==> config.mk <==
export PLATFORM = sky130hd
export DESIGN_NAME = epoch_seconds_to_calendar_top
export DESIGN_NICKNAME = d
export VERILOG_FILES = /design/src/design/esc_pkg.sv /design/src/design/esc_div_unit.sv /design/src/design/epoch_seconds_to_calendar_top.sv
export SDC_FILE = /design/constraint.sdc
export NUM_CORES = 2
export LEC_CHECK = 0
export BUFFER_PORTS_ARGS = -buffer_cell sky130_fd_sc_hd__buf_2
export CAP_MARGIN = 15
export CELL_PAD_IN_SITES_DETAIL_PLACEMENT = 0
export CELL_PAD_IN_SITES_GLOBAL_PLACEMENT = 2
export CORE_ASPECT_RATIO = 1.4
export CORE_UTILIZATION = 47
export CTS_BUF_LIST = sky130_fd_sc_hd__clkbuf_8
export DETAILED_ROUTE_END_ITERATION = 12
export GPL_ROUTABILITY_DRIVEN = 0
export HOLD_SLACK_MARGIN = 0.03
export MAX_ROUTING_LAYER = met4
export PLACE_DENSITY_LB_ADDON = 0.1
export REMOVE_ABC_BUFFERS = 1
export SLEW_MARGIN = 10
export SYNTH_ARGS = -nofsm -noshare
export SYNTH_HDL_FRONTEND = slang
export SYNTH_SLANG_ARGS = --single-unit
==> constraint.sdc <==
create_clock -name clk -period 16.4 [get_ports clk]
set_input_delay 0 -clock clk [delete_from_list [all_inputs] [get_ports clk]]
set_output_delay 0 -clock clk [all_outputs]
set_load 0.01 [all_outputs]
==> src/design/esc_pkg.sv <==
// Shared constants and types for the epoch seconds to calendar converter.
`default_nettype none
package esc_pkg;

    localparam int unsigned EPOCH_W   = 32;
    localparam int unsigned ZONE_W    = 17;
    localparam int unsigned OUT_W     = 48;
    localparam int unsigned CONST_W   = 11;
    localparam int unsigned REM_W     = 11;

    localparam logic [ZONE_W-1:0] ZONE_RESET = 17'd7200;

    localparam logic [CONST_W-1:0] SEC_PER_MIN  = 11'd60;
    localparam logic [CONST_W-1:0] HR_PER_DAY   = 11'd24;
    localparam logic [CONST_W-1:0] DAY_PER_WEEK = 11'd7;
    localparam logic [CONST_W-1:0] CYCLE_DAYS   = 11'd1461;

    localparam logic [31:0] RECIP_60   = 32'((64'd1 << 32) / 64'd60);
    localparam logic [31:0] RECIP_24   = 32'((64'd1 << 32) / 64'd24);
    localparam logic [31:0] RECIP_7    = 32'((64'd1 << 32) / 64'd7);
    localparam logic [31:0] RECIP_1461 = 32'((64'd1 << 32) / 64'd1461);

    localparam logic [REM_W-1:0] YEAR_DAYS    = 11'd365;
    localparam logic [REM_W-1:0] TWO_YEARS    = 11'd730;
    localparam logic [REM_W-1:0] LEAP_END_DAY = 11'd1096;
    localparam logic [11:0]      BASE_YEAR    = 12'd1970;
    localparam logic [31:0]      WEEKDAY_BIAS = 32'd4;

    localparam logic [3:0] LAST_MONTH = 4'd11;
    localparam logic [3:0] FEB_INDEX  = 4'd1;
    localparam logic [1:0] LEAP_SLOT  = 2'd2;
    localparam logic [1:0] LAST_SLOT  = 2'd3;

    localparam logic [4:0] MONTH_LEN [12] = '{
        5'd31, 5'd28, 5'd31, 5'd30, 5'd31, 5'd30,
        5'd31, 5'd31, 5'd30, 5'd31, 5'd30, 5'd31
    };

    typedef enum logic [1:0] {
        DIV_60   = 2'd0,
        DIV_24   = 2'd1,
        DIV_7    = 2'd2,
        DIV_1461 = 2'd3
    } div_sel_t;

endpackage
`default_nettype wire

==> src/design/esc_div_unit.sv <==
// Shared divide-by-constant unit using a registered reciprocal multiply and one combinational correction.
`default_nettype none
module esc_div_unit (
    input  wire logic                      clk,
    input  wire logic [31:0]               x,
    input  wire esc_pkg::div_sel_t         sel,
    output logic [31:0]                    q,
    output logic [31:0]                    r
);
    import esc_pkg::*;

    logic [63:0]        prod_reg;
    logic [31:0]        x_reg;
    logic [CONST_W-1:0] c_reg;
    logic [CONST_W-1:0] c;
    logic [31:0]        recip;
    logic [31:0]        q_est;
    logic [31:0]        qc;
    logic [31:0]        r_est;
    logic [31:0]        c_ext;

    always_comb
    begin
        case (sel)
            DIV_60:
            begin
                c     = SEC_PER_MIN;
                recip = RECIP_60;
            end
            DIV_24:
            begin
                c     = HR_PER_DAY;
                recip = RECIP_24;
            end
            DIV_7:
            begin
                c     = DAY_PER_WEEK;
                recip = RECIP_7;
            end
            DIV_1461:
            begin
                c     = CYCLE_DAYS;
                recip = RECIP_1461;
            end
            default:
            begin
                c     = SEC_PER_MIN;
                recip = RECIP_60;
            end
        endcase
    end

    always_ff @(posedge clk)
    begin
        prod_reg <= 64'(x) * 64'(recip);
        x_reg    <= x;
        c_reg    <= c;
    end

    always_comb
    begin
        c_ext = {{(32-CONST_W){1'b0}}, c_reg};
        q_est = prod_reg[63:32];
        qc    = q_est * c_ext;
        r_est = x_reg - qc;
        if (r_est >= c_ext)
        begin
            q = q_est + 32'd1;
            r = r_est - c_ext;
        end
        else
        begin
            q = q_est;
            r = r_est;
        end
    end

endmodule
`default_nettype wire

==> src/design/epoch_seconds_to_calendar_top.sv <==
// Top level: zone offset register, conversion sequencer and output register.
// Sequence: five passes through the shared divide unit (second, minute, hour,
// weekday, four-year cycle), then a year step and a month walk. A new input is
// taken only in idle, after the previous result has been loaded into the output
// register, which waits while the previous result is still held by m_tready low.
// Reset: rst_n asynchronous, active low; clears control and loads zone offset 7200.
`default_nettype none
module epoch_seconds_to_calendar_top (
    input  wire logic        clk,
    input  wire logic        rst_n,
    input  wire logic        cfg_wr_en,
    input  wire logic [16:0] cfg_wr_data,   // zone_offset_seconds
    input  wire logic        s_tvalid,
    output logic             s_tready,
    input  wire logic [31:0] s_tdata,       // epoch_seconds[31:0]
    output logic             m_tvalid,
    input  wire logic        m_tready,
    // second_of_minute[5:0], minute_of_hour[11:6], hour_of_day[16:12],
    // day_of_week[19:17], calendar_year[31:20], month_number[35:32],
    // day_of_month[40:36], zero[47:41]
    output logic [47:0]      m_tdata
);
    import esc_pkg::*;

    typedef enum logic [13:0] {
        S_IDLE    = 14'b00000000000001,
        S_SEC_ISS = 14'b00000000000010,
        S_SEC_CAP = 14'b00000000000100,
        S_MIN_ISS = 14'b00000000001000,
        S_MIN_CAP = 14'b00000000010000,
        S_HR_ISS  = 14'b00000000100000,
        S_HR_CAP  = 14'b00000001000000,
        S_WD_ISS  = 14'b00000010000000,
        S_WD_CAP  = 14'b00000100000000,
        S_CYC_ISS = 14'b00001000000000,
        S_CYC_CAP = 14'b00010000000000,
        S_YEAR    = 14'b00100000000000,
        S_MONTH   = 14'b01000000000000,
        S_DONE    = 14'b10000000000000
    } state_t;

    state_t             state_reg, state_next;
    logic [ZONE_W-1:0]  zone_reg;
    logic               m_tvalid_reg, m_tvalid_next;

    logic [31:0]        work_reg, work_next;
    logic [5:0]         sec_reg, sec_next;
    logic [5:0]         min_reg, min_next;
    logic [4:0]         hr_reg, hr_next;
    logic [2:0]         wd_reg, wd_next;
    logic [11:0]        year_reg, year_next;
    logic [1:0]         n_reg, n_next;
    logic [REM_W-1:0]   rem_reg, rem_next;
    logic [3:0]         mon_reg, mon_next;
    logic [OUT_W-1:0]   out_reg, out_next;

    logic [31:0]        div_x;
    div_sel_t           div_sel;
    logic [31:0]        div_q;
    logic [31:0]        div_r;
    logic [1:0]         n_calc;
    logic [REM_W-1:0]   year_sub;
    logic [5:0]         mlen;
    logic               accept_in;
    logic               out_free;

    esc_div_unit u_div (
        .clk (clk),
        .x   (div_x),
        .sel (div_sel),
        .q   (div_q),
        .r   (div_r)
    );

    assign s_tready  = (state_reg == S_IDLE);
    assign accept_in = s_tvalid && s_tready;
    assign out_free  = !m_tvalid_reg || m_tready;
    assign m_tvalid  = m_tvalid_reg;
    assign m_tdata   = out_reg;

    always_comb
    begin
        case (state_reg)
            S_WD_ISS:
            begin
                div_x   = work_reg + WEEKDAY_BIAS;
                div_sel = DIV_7;
            end
            S_HR_ISS:
            begin
                div_x   = work_reg;
                div_sel = DIV_24;
            end
            S_CYC_ISS:
            begin
                div_x   = work_reg;
                div_sel = DIV_1461;
            end
            default:
            begin
                div_x   = work_reg;
                div_sel = DIV_60;
            end
        endcase
    end

    always_comb
    begin
        if (rem_reg >= LEAP_END_DAY)
        begin
            n_calc   = 2'd3;
            year_sub = LEAP_END_DAY;
        end
        else if (rem_reg >= TWO_YEARS)
        begin
            n_calc   = 2'd2;
            year_sub = TWO_YEARS;
        end
        else if (rem_reg >= YEAR_DAYS)
        begin
            n_calc   = 2'd1;
            year_sub = YEAR_DAYS;
        end
        else
        begin
            n_calc   = 2'd0;
            year_sub = '0;
        end
        mlen = {1'b0, MONTH_LEN[mon_reg]}
             + {5'd0, (mon_reg == FEB_INDEX) && (n_reg == LEAP_SLOT)};
    end

    always_comb
    begin
        state_next    = state_reg;
        m_tvalid_next = m_tvalid_reg;
        work_next     = work_reg;
        sec_next      = sec_reg;
        min_next      = min_reg;
        hr_next       = hr_reg;
        wd_next       = wd_reg;
        year_next     = year_reg;
        n_next        = n_reg;
        rem_next      = rem_reg;
        mon_next      = mon_reg;
        out_next      = out_reg;

        if (m_tvalid_reg && m_tready)
        begin
            m_tvalid_next = 1'b0;
        end

        case (state_reg)
            S_IDLE:
            begin
                if (accept_in)
                begin
                    work_next  = s_tdata + {{(EPOCH_W-ZONE_W){zone_reg[ZONE_W-1]}}, zone_reg};
                    state_next = S_SEC_ISS;
                end
            end
            S_SEC_ISS: state_next = S_SEC_CAP;
            S_SEC_CAP:
            begin
                sec_next   = div_r[5:0];
                work_next  = div_q;
                state_next = S_MIN_ISS;
            end
            S_MIN_ISS: state_next = S_MIN_CAP;
            S_MIN_CAP:
            begin
                min_next   = div_r[5:0];
                work_next  = div_q;
                state_next = S_HR_ISS;
            end
            S_HR_ISS: state_next = S_HR_CAP;
            S_HR_CAP:
            begin
                hr_next    = div_r[4:0];
                work_next  = div_q;
                state_next = S_WD_ISS;
            end
            S_WD_ISS: state_next = S_WD_CAP;
            S_WD_CAP:
            begin
                wd_next    = div_r[2:0];
                state_next = S_CYC_ISS;
            end
            S_CYC_ISS: state_next = S_CYC_CAP;
            S_CYC_CAP:
            begin
                year_next  = BASE_YEAR + {div_q[9:0], 2'b00};
                rem_next   = div_r[REM_W-1:0];
                state_next = S_YEAR;
            end
            S_YEAR:
            begin
                n_next     = n_calc;
                year_next  = year_reg + {10'd0, n_calc};
                rem_next   = rem_reg - year_sub;
                mon_next   = '0;
                state_next = S_MONTH;
            end
            S_MONTH:
            begin
                if ((mon_reg == LAST_MONTH) || (rem_reg < {5'd0, mlen}))
                begin
                    state_next = S_DONE;
                end
                else
                begin
                    rem_next = rem_reg - {5'd0, mlen};
                    mon_next = mon_reg + 4'd1;
                end
            end
            S_DONE:
            begin
                if (out_free)
                begin
                    out_next      = {7'd0, rem_reg[4:0] + 5'd1, mon_reg + 4'd1, year_reg,
                                     wd_reg, hr_reg, min_reg, sec_reg};
                    m_tvalid_next = 1'b1;
                    state_next    = S_IDLE;
                end
            end
            default: state_next = S_IDLE;
        endcase
    end

    always_ff @(posedge clk or negedge rst_n)
    begin
        if (!rst_n)
        begin
            state_reg    <= S_IDLE;
            m_tvalid_reg <= 1'b0;
            zone_reg     <= ZONE_RESET;
        end
        else
        begin
            state_reg    <= state_next;
            m_tvalid_reg <= m_tvalid_next;
            if (cfg_wr_en)
            begin
                zone_reg <= cfg_wr_data;
            end
        end
    end

    always_ff @(posedge clk)
    begin
        work_reg <= work_next;
        sec_reg  <= sec_next;
        min_reg  <= min_next;
        hr_reg   <= hr_next;
        wd_reg   <= wd_next;
        year_reg <= year_next;
        n_reg    <= n_next;
        rem_reg  <= rem_next;
        mon_reg  <= mon_next;
        out_reg  <= out_next;
    end

`ifndef SYNTH
    a_state_onehot: assert property (@(posedge clk) disable iff (!rst_n)
        $onehot(state_reg))
        else $error("state register not one-hot");

    a_busy_after_accept: assert property (@(posedge clk) disable iff (!rst_n)
        (s_tvalid && s_tready) |=> !s_tready)
        else $error("input ready right after accept");

    a_month_range: assert property (@(posedge clk) disable iff (!rst_n)
        m_tvalid |-> (m_tdata[35:32] >= 4'd1 && m_tdata[35:32] <= 4'd12
                      && m_tdata[40:36] != 5'd0))
        else $error("month or day out of range");

    a_month_walk_bound: assert property (@(posedge clk) disable iff (!rst_n)
        (state_reg == S_MONTH) |-> (mon_reg <= LAST_MONTH))
        else $error("month index past December");
`endif

endmodule
`default_nettype wire

Word level (Yosys, flattened, before mapping)

Memory sizes are Yosys's and may differ from the RTL's.
Cells that the tools add are included.

Bits in registers: 261
Bits in read-only memories: 80
Input bits: 54
Output and inout port bits: 50
Memories: 1

$add $sub $neg: 12
$mul: 2
$lt $le $gt $ge: 6
Equal/unequal tests: 24
Multiplexer cells: 28
Bitwise logic cells: 1
Reductions and logical operators: 17

Memory list:

| memory           | words | width | read ports | clocked after memory_dff | wr ports | RTL line                             | source |
|---|---|---|---|---|---|---|---|
| (name not given) | 16    | 5     | 1          | 0                        | 0        | epoch_seconds_to_calendar_top.sv:129 | `mlen = {1'b0, MONTH_LEN[mon_reg]}` |

Operators by type and width:

| kind                                                   | number |
|---|---|
| case mux 14 bit (14 select lines)                      | 1 |
| case mux 32 bit (4 select lines)                       | 1 |
| 2-to-1 mux 32 bit                                      | 3 |
| multiplier 32 x 32 -> 64 bit                           | 1 |
| case mux 32 bit (2 select lines)                       | 1 |
| case mux 11 bit (4 select lines)                       | 1 |
| 2-to-1 mux 14 bit                                      | 3 |
| 2-to-1 mux 11 bit                                      | 3 |
| case mux 11 bit (3 select lines)                       | 1 |
| adder 32 x 1 -> 32 bit (second input constant)         | 1 |
| adder 32 x 3 -> 32 bit (second input constant)         | 1 |
| adder 32 bit                                           | 1 |
| greater-or-equal comparator 32 x 11 -> 1 bit           | 1 |
| multiplier 32 x 11 -> 32 bit                           | 1 |
| subtractor 32 bit                                      | 1 |
| case mux 12 bit (2 select lines)                       | 1 |
| subtractor 11 bit                                      | 2 |
| equality test 14 x 1 -> 1 bit (second input constant)  | 1 |
| equality test 14 x 10 -> 1 bit (second input constant) | 1 |
| equality test 14 x 11 -> 1 bit (second input constant) | 1 |
| equality test 14 x 12 -> 1 bit (second input constant) | 1 |
| equality test 14 x 13 -> 1 bit (second input constant) | 1 |
| equality test 14 bit (second input constant)           | 1 |
| equality test 14 x 2 -> 1 bit (second input constant)  | 1 |
| 42 further kinds                                       | 59 |

Longest topological paths before layout

Depth in word-level cells: 9
Depth in mapped cells: 47
Depth with buffers taken out: 44

By module

From an unflattened synthesis, not the netlist that was laid out.

Cells, all modules: 4822
Area total of the unflattened synthesis: 46505.9 µm²

Modules (own cells, without submodules):

| module                        | times used | cells an instance | area each (µm²) |
|---|---|---|---|
| esc_div_unit                  | 1          | 3971              | 37328.3 |
| epoch_seconds_to_calendar_top | 1          | 851               | 9177.6 |

Worst setup path before layout

No wires, ideal clock.

Kind: register to register
Start point: register state_reg[8]
End point: register u_div.prod_reg[56]
Library setup time: 0.072 ns
Arrival time: 10.720 ns
Data required time: 16.328 ns
Setup slack: 5.608 ns
Stages on the path, launching flop included: 45
Path buffers: 5
Clock period less this slack: 10.792 ns
Cells stage by stage: dfrtp_1 > or4_1 > nor3_1 > nand2b_1 > nor2_1 > nand3_1 > nor3b_2 > or2_2 > clkbuf_1 > inv_1 > clkbuf_1 > clkbuf_1 > ha_1 > clkbuf_1 > clkbuf_1 > nor2_1 > fa_1 > fa_1 > (+9 left out) > inv_1 > fa_1 > inv_1 > ha_1 > o21ai_0 > a211oi_1 > nand3_1 > a2111oi_0 > nor3_1 > o21a_1 > o31a_1 > o21ai_1 > a21oi_1 > nor2b_1 > o21a_1 > nor2_1 > o21ai_0 > xor2_1

Longest elaborated chain between the ends: 5

RTL lines:

| what                                                   | RTL line                             | source |
|---|---|---|
| start, declared                                        | epoch_seconds_to_calendar_top.sv:42  | `state_t state_reg, state_next;` |
| start signal, assigned                                 | epoch_seconds_to_calendar_top.sv:240 | `state_reg <= state_next;` |
| equality test 14 x 10 -> 1 bit (tied with other cells) | epoch_seconds_to_calendar_top.sv:83  | `case (state_reg)` |
| case mux 2 bit (3 select lines)                        | epoch_seconds_to_calendar_top.sv:83  |  |
| equality test 2 bit (tied with other cells)            | esc_div_unit.sv:24                   | `case (sel)` |
| case mux 32 bit (4 select lines)                       | esc_div_unit.sv:24                   |  |
| multiplier 32 x 32 -> 64 bit (*)                       | esc_div_unit.sv:55                   | `prod_reg <= 64'(x) * 64'(recip);` |
| end signal, assigned                                   | esc_div_unit.sv:55                   |  |
| end, declared                                          | esc_div_unit.sv:12                   | `logic [63:0] prod_reg;` |

Every way passes the cells marked *; elsewhere a longest branch is shown, timed or not. The select of a mux whose other input is x is not followed.
A chain may end at the register's enable or synchronous reset.

Final worst setup path

Start point: register state_reg[8]
End point: register u_div.prod_reg[57]

The elaborated chain is that of the path after synthesis.

==> results.py <==
metrics = {
    "outcome": {
        "status": "complete, no violations",
    },
    "setup_path": {
        "critPathKind": "flip-flop to flip-flop",
        "reg2reg_depth": 40,
        "critical_path_cell_count": 40,
        "slowest_stage": "ha_2",
        "cp_common_cell": "fa_1",
        "cp-end-kind": "flip-flop",
        "crit_arrival_ps": 13760,
        "cpPeakStageDelay_ps": 920,
        "start_kind": "flip-flop",
        "cp_num_buf_inv": 9,
        "crit_path_max_fanout": 37,
        "cp_data_required_time_ps": 16960,
        "cp_top_family": "adder cells",
    },
    "timing": {
        "fin_crit_ps": 13210,
        "slew_headroom_pct": 22.6,
        "finalSetupViolCount": 0,
        "fin_setup_tns_ps": 0,
        "drv_slew": 0,
        "worst_pin_slew_ps": 1150,
        "clock.fmax_mhz": 75.7,
        "layout_worst_path_cycle_share_pct": 80.5,
        "clock_skew_ps": 41.6,
        "hold_viol": 0,
        "rsz0062_at_grt": "false",
    },
    "synth": {
        "synthFlopType": "edfxtp_1",
        "synth_top_area_share_pct": 37.1,
        "synthCells": 4902,
        "synth_mux_area_share_pct": 0.786,
        "avgSynthCellArea_sq_um": 9.44,
        "synth_edf_count": 122,
        "synth_simple_gate_area_share_pct": 11.6,
        "synth_top_area_cell": "fa_1",
        "synth.area.top_cells": "fa_1, ha_1, inv_1",
        "synth-xor-area-share_pct": 4.62,
        "synth_top_family_by_area": "adder cells",
        "synthArstFlopShare_pct": 14.2,
        "synth-seq-area-share_pct": 12.7,
        "synth.ff_latch_count": 225,
        "synth_area_sq_um": 46300,
        "synth_fa_ha_area_share_pct": 52.5,
        "synth_compound_area_share_pct": 5.95,
        "synth-warning-count": 0,
        "yosysUniqueCellTypes": 85,
    },
    "floorplanning": {
        "fp.dieW_um": 267,
        "die_h_um": 373,
        "dieArea_sq_um": 99800,
        "io_pins": 104,
        "initial_core_util_pct": 47.7,
        "core_area_sq_um": 97100,
        "num_rows": 135,
    },
    "global_routing": {
        "grt_usage_pct": 32.0,
        "grt_pass1_vias": 36672,
        "overflow": 0,
        "grt_pass1_wl_um": 226000,
        "antenna_found_initial": 4,
        "grt_max_degree": 50,
    },
    "clock_network": {
        "cts_resized": 0,
        "cts.sinks": 225,
        "postCtsSetupBuffers": 0,
        "clock-root-buffer": "clkbuf_8",
        "cts_hold_buf": 43,
        "htreeDepth": 2,
        "clk_latency_ps": 640,
        "path_clk_slew_ps": 70,
        "clock_path_buffers": 3,
        "numCtsBuffers": 43,
        "tritoncts": "done",
    },
    "run": {
        "max_cap_viol_count": 0,
    },
    "placement": {
        "dp_hpwl_um": 130000,
        "portBuffers": 96,
    },
    "route": {
        "first_iter_violations": 1783,
        "first_pass_iters": 5,
        "wl_per_cell_um": 23.6,
        "viasPerCell": 5.23,
        "totalWireLength_um": 150000,
        "drc": 0,
        "drtAntennaViolNets": 0,
        "num_vias": 33171,
    },
    "min_path": {
        "hp-class": "input port to flip-flop",
        "whs_path_depth": 5,
    },
    "layout": {
        "largest_register_ffs": 41,
        "final_layout_size_suffix_gt1_share_pct": 5.55,
        "finalNetCount": 6495,
        "syn_to_final_growth_pct": 7.20,
        "regMostFlops": "m_tdata",
        "num-fill-cells": 9319,
    },
}
placed cells by master (no fill, tap or decap), types with 44 or more instances in the layout:
master / n
clkbuf_8: 48
dfxtp_1: 71
nand3_1: 49
nor2_1: 310
a21oi_1: 121
a21o_1: 67
fa_1: 857
xor2_1: 85
nand2_1: 321
buf_2: 97
inv_1: 1309
edfxtp_1: 122
xnor2_1: 159
buf_4: 48
nor3_1: 44
ha_1: 569
and2_1: 169
o21ai_0: 71
cell type report:
type,count,area [sq um],area share [%]
Antenna cell,2,5.00,0.0101
Timing Repair Buffer,188,1290,2.59
Clock buffer,48,661,1.33
Multi-Input combinational cell,3241,35000,70.6
Tap cell,1301,1630,3.28
Sequential cell,225,5890,11.9
Inverter,1313,4930,9.93
Clock inverter,28,201,0.406
per-stage QoR:
step / util (%) / std cells / hold WS, ps / worst slack (ps) / instance area (sq um)
after floorplan: - / 4779 / -296 / 4930 / 45800
after global placement: 49.7 / 6224 / 120 / 2660 / 48300
after detailed placement: 49.8 / 6225 / 124 / 3250 / 48300
after CTS: 51.1 / 6344 / 59.8 / 3230 / 49600
after global routing: 51.1 / 6346 / 143 / 2740 / 49600
final: 51.1 / 6346 / 113 / 3190 / 49600
worst register-to-register path, delay by kind of cell, from the launching register on:
kind	cells	cell delay [ps]
adder cells (fa/ha/maj)	10	5070
AND/OR/NAND/NOR	11	4370
AO/OA/AOI/OAI	9	1690
buffers and inverters	9	1480
flip-flops	1	420
XOR/XNOR	1	130
routing by layer:
metal  wire length, um  up-vias  GRT usage [%]
met5                 0        -              -
met2             78600      787           57.3
met1             56700    16866           34.8
li1                  -    15199              -
met3              4380      319           2.48
met4             10300        0           17.6
path summary, 6_finish.rpt:
| path | slack, ps | end | start |
|---|---|---|---|
| min in group asynchronous | 570 | state_reg[0]$_DFFE_PN1P_ | rst_n |
| min reg2reg | 420 | m_tdata[6]$_DFFE_PP_ | min_reg[0]$_DFFE_PP_ |
| max in group asynchronous | 15600 | zone_reg[16]$_DFFE_PN0P_ | rst_n |
| max reg2reg | 3190 | u_div.prod_reg[57]$_DFF_P_ | state_reg[8]$_DFFE_PN0P_ |
| max | 3190 | u_div.prod_reg[57]$_DFF_P_ | state_reg[8]$_DFFE_PN0P_ |
| min | 110 | work_reg[13]$_DFFE_PP_ | s_tdata[13] |
cells in the mapped netlist, drive strengths merged (5+ instances only):
library cell  instances
mux2                 19
a21o                 67
a211oi               11
ha                  572
inv                1300
o211ai               10
mux2i                15
a21oi               122
o31ai                 7
o2111ai               5
xnor2               159
nand4                28
or3                  12
nand3                50
nor3                 44
nor2b                37
dfxtp                71
dfstp                 5
clkinv               13
edfxtp              122
clkbuf              114
nor2                311
dfrtp                27
xor2                 85
nor3b                22
o21bai               18
nand2               321
or2                  14
nand2b               33
and3                 33
o21a                 18
and4                  7
a31oi                11
fa                  857
o21ai                74
a211o                 7
and2                169
nor4                 13
o221ai                9
buf                  15
a31o                  9
logic make-up (layout without fill, tap and decap cells):
group	count (synthesis)	count (layout)
XOR/XNOR	244	244
buffers and inverters	1442	1577
flip-flops	225	225
adder cells (fa/ha/maj)	1429	1429
AND/OR/NAND/NOR	1112	1112
other	1	9
AO/OA/AOI/OAI	415	415
multiplexers	34	34
Power is left out: the tool's default activity adds up to more than one toggle a clock period on the data nets, which glitch-free logic cannot reach.
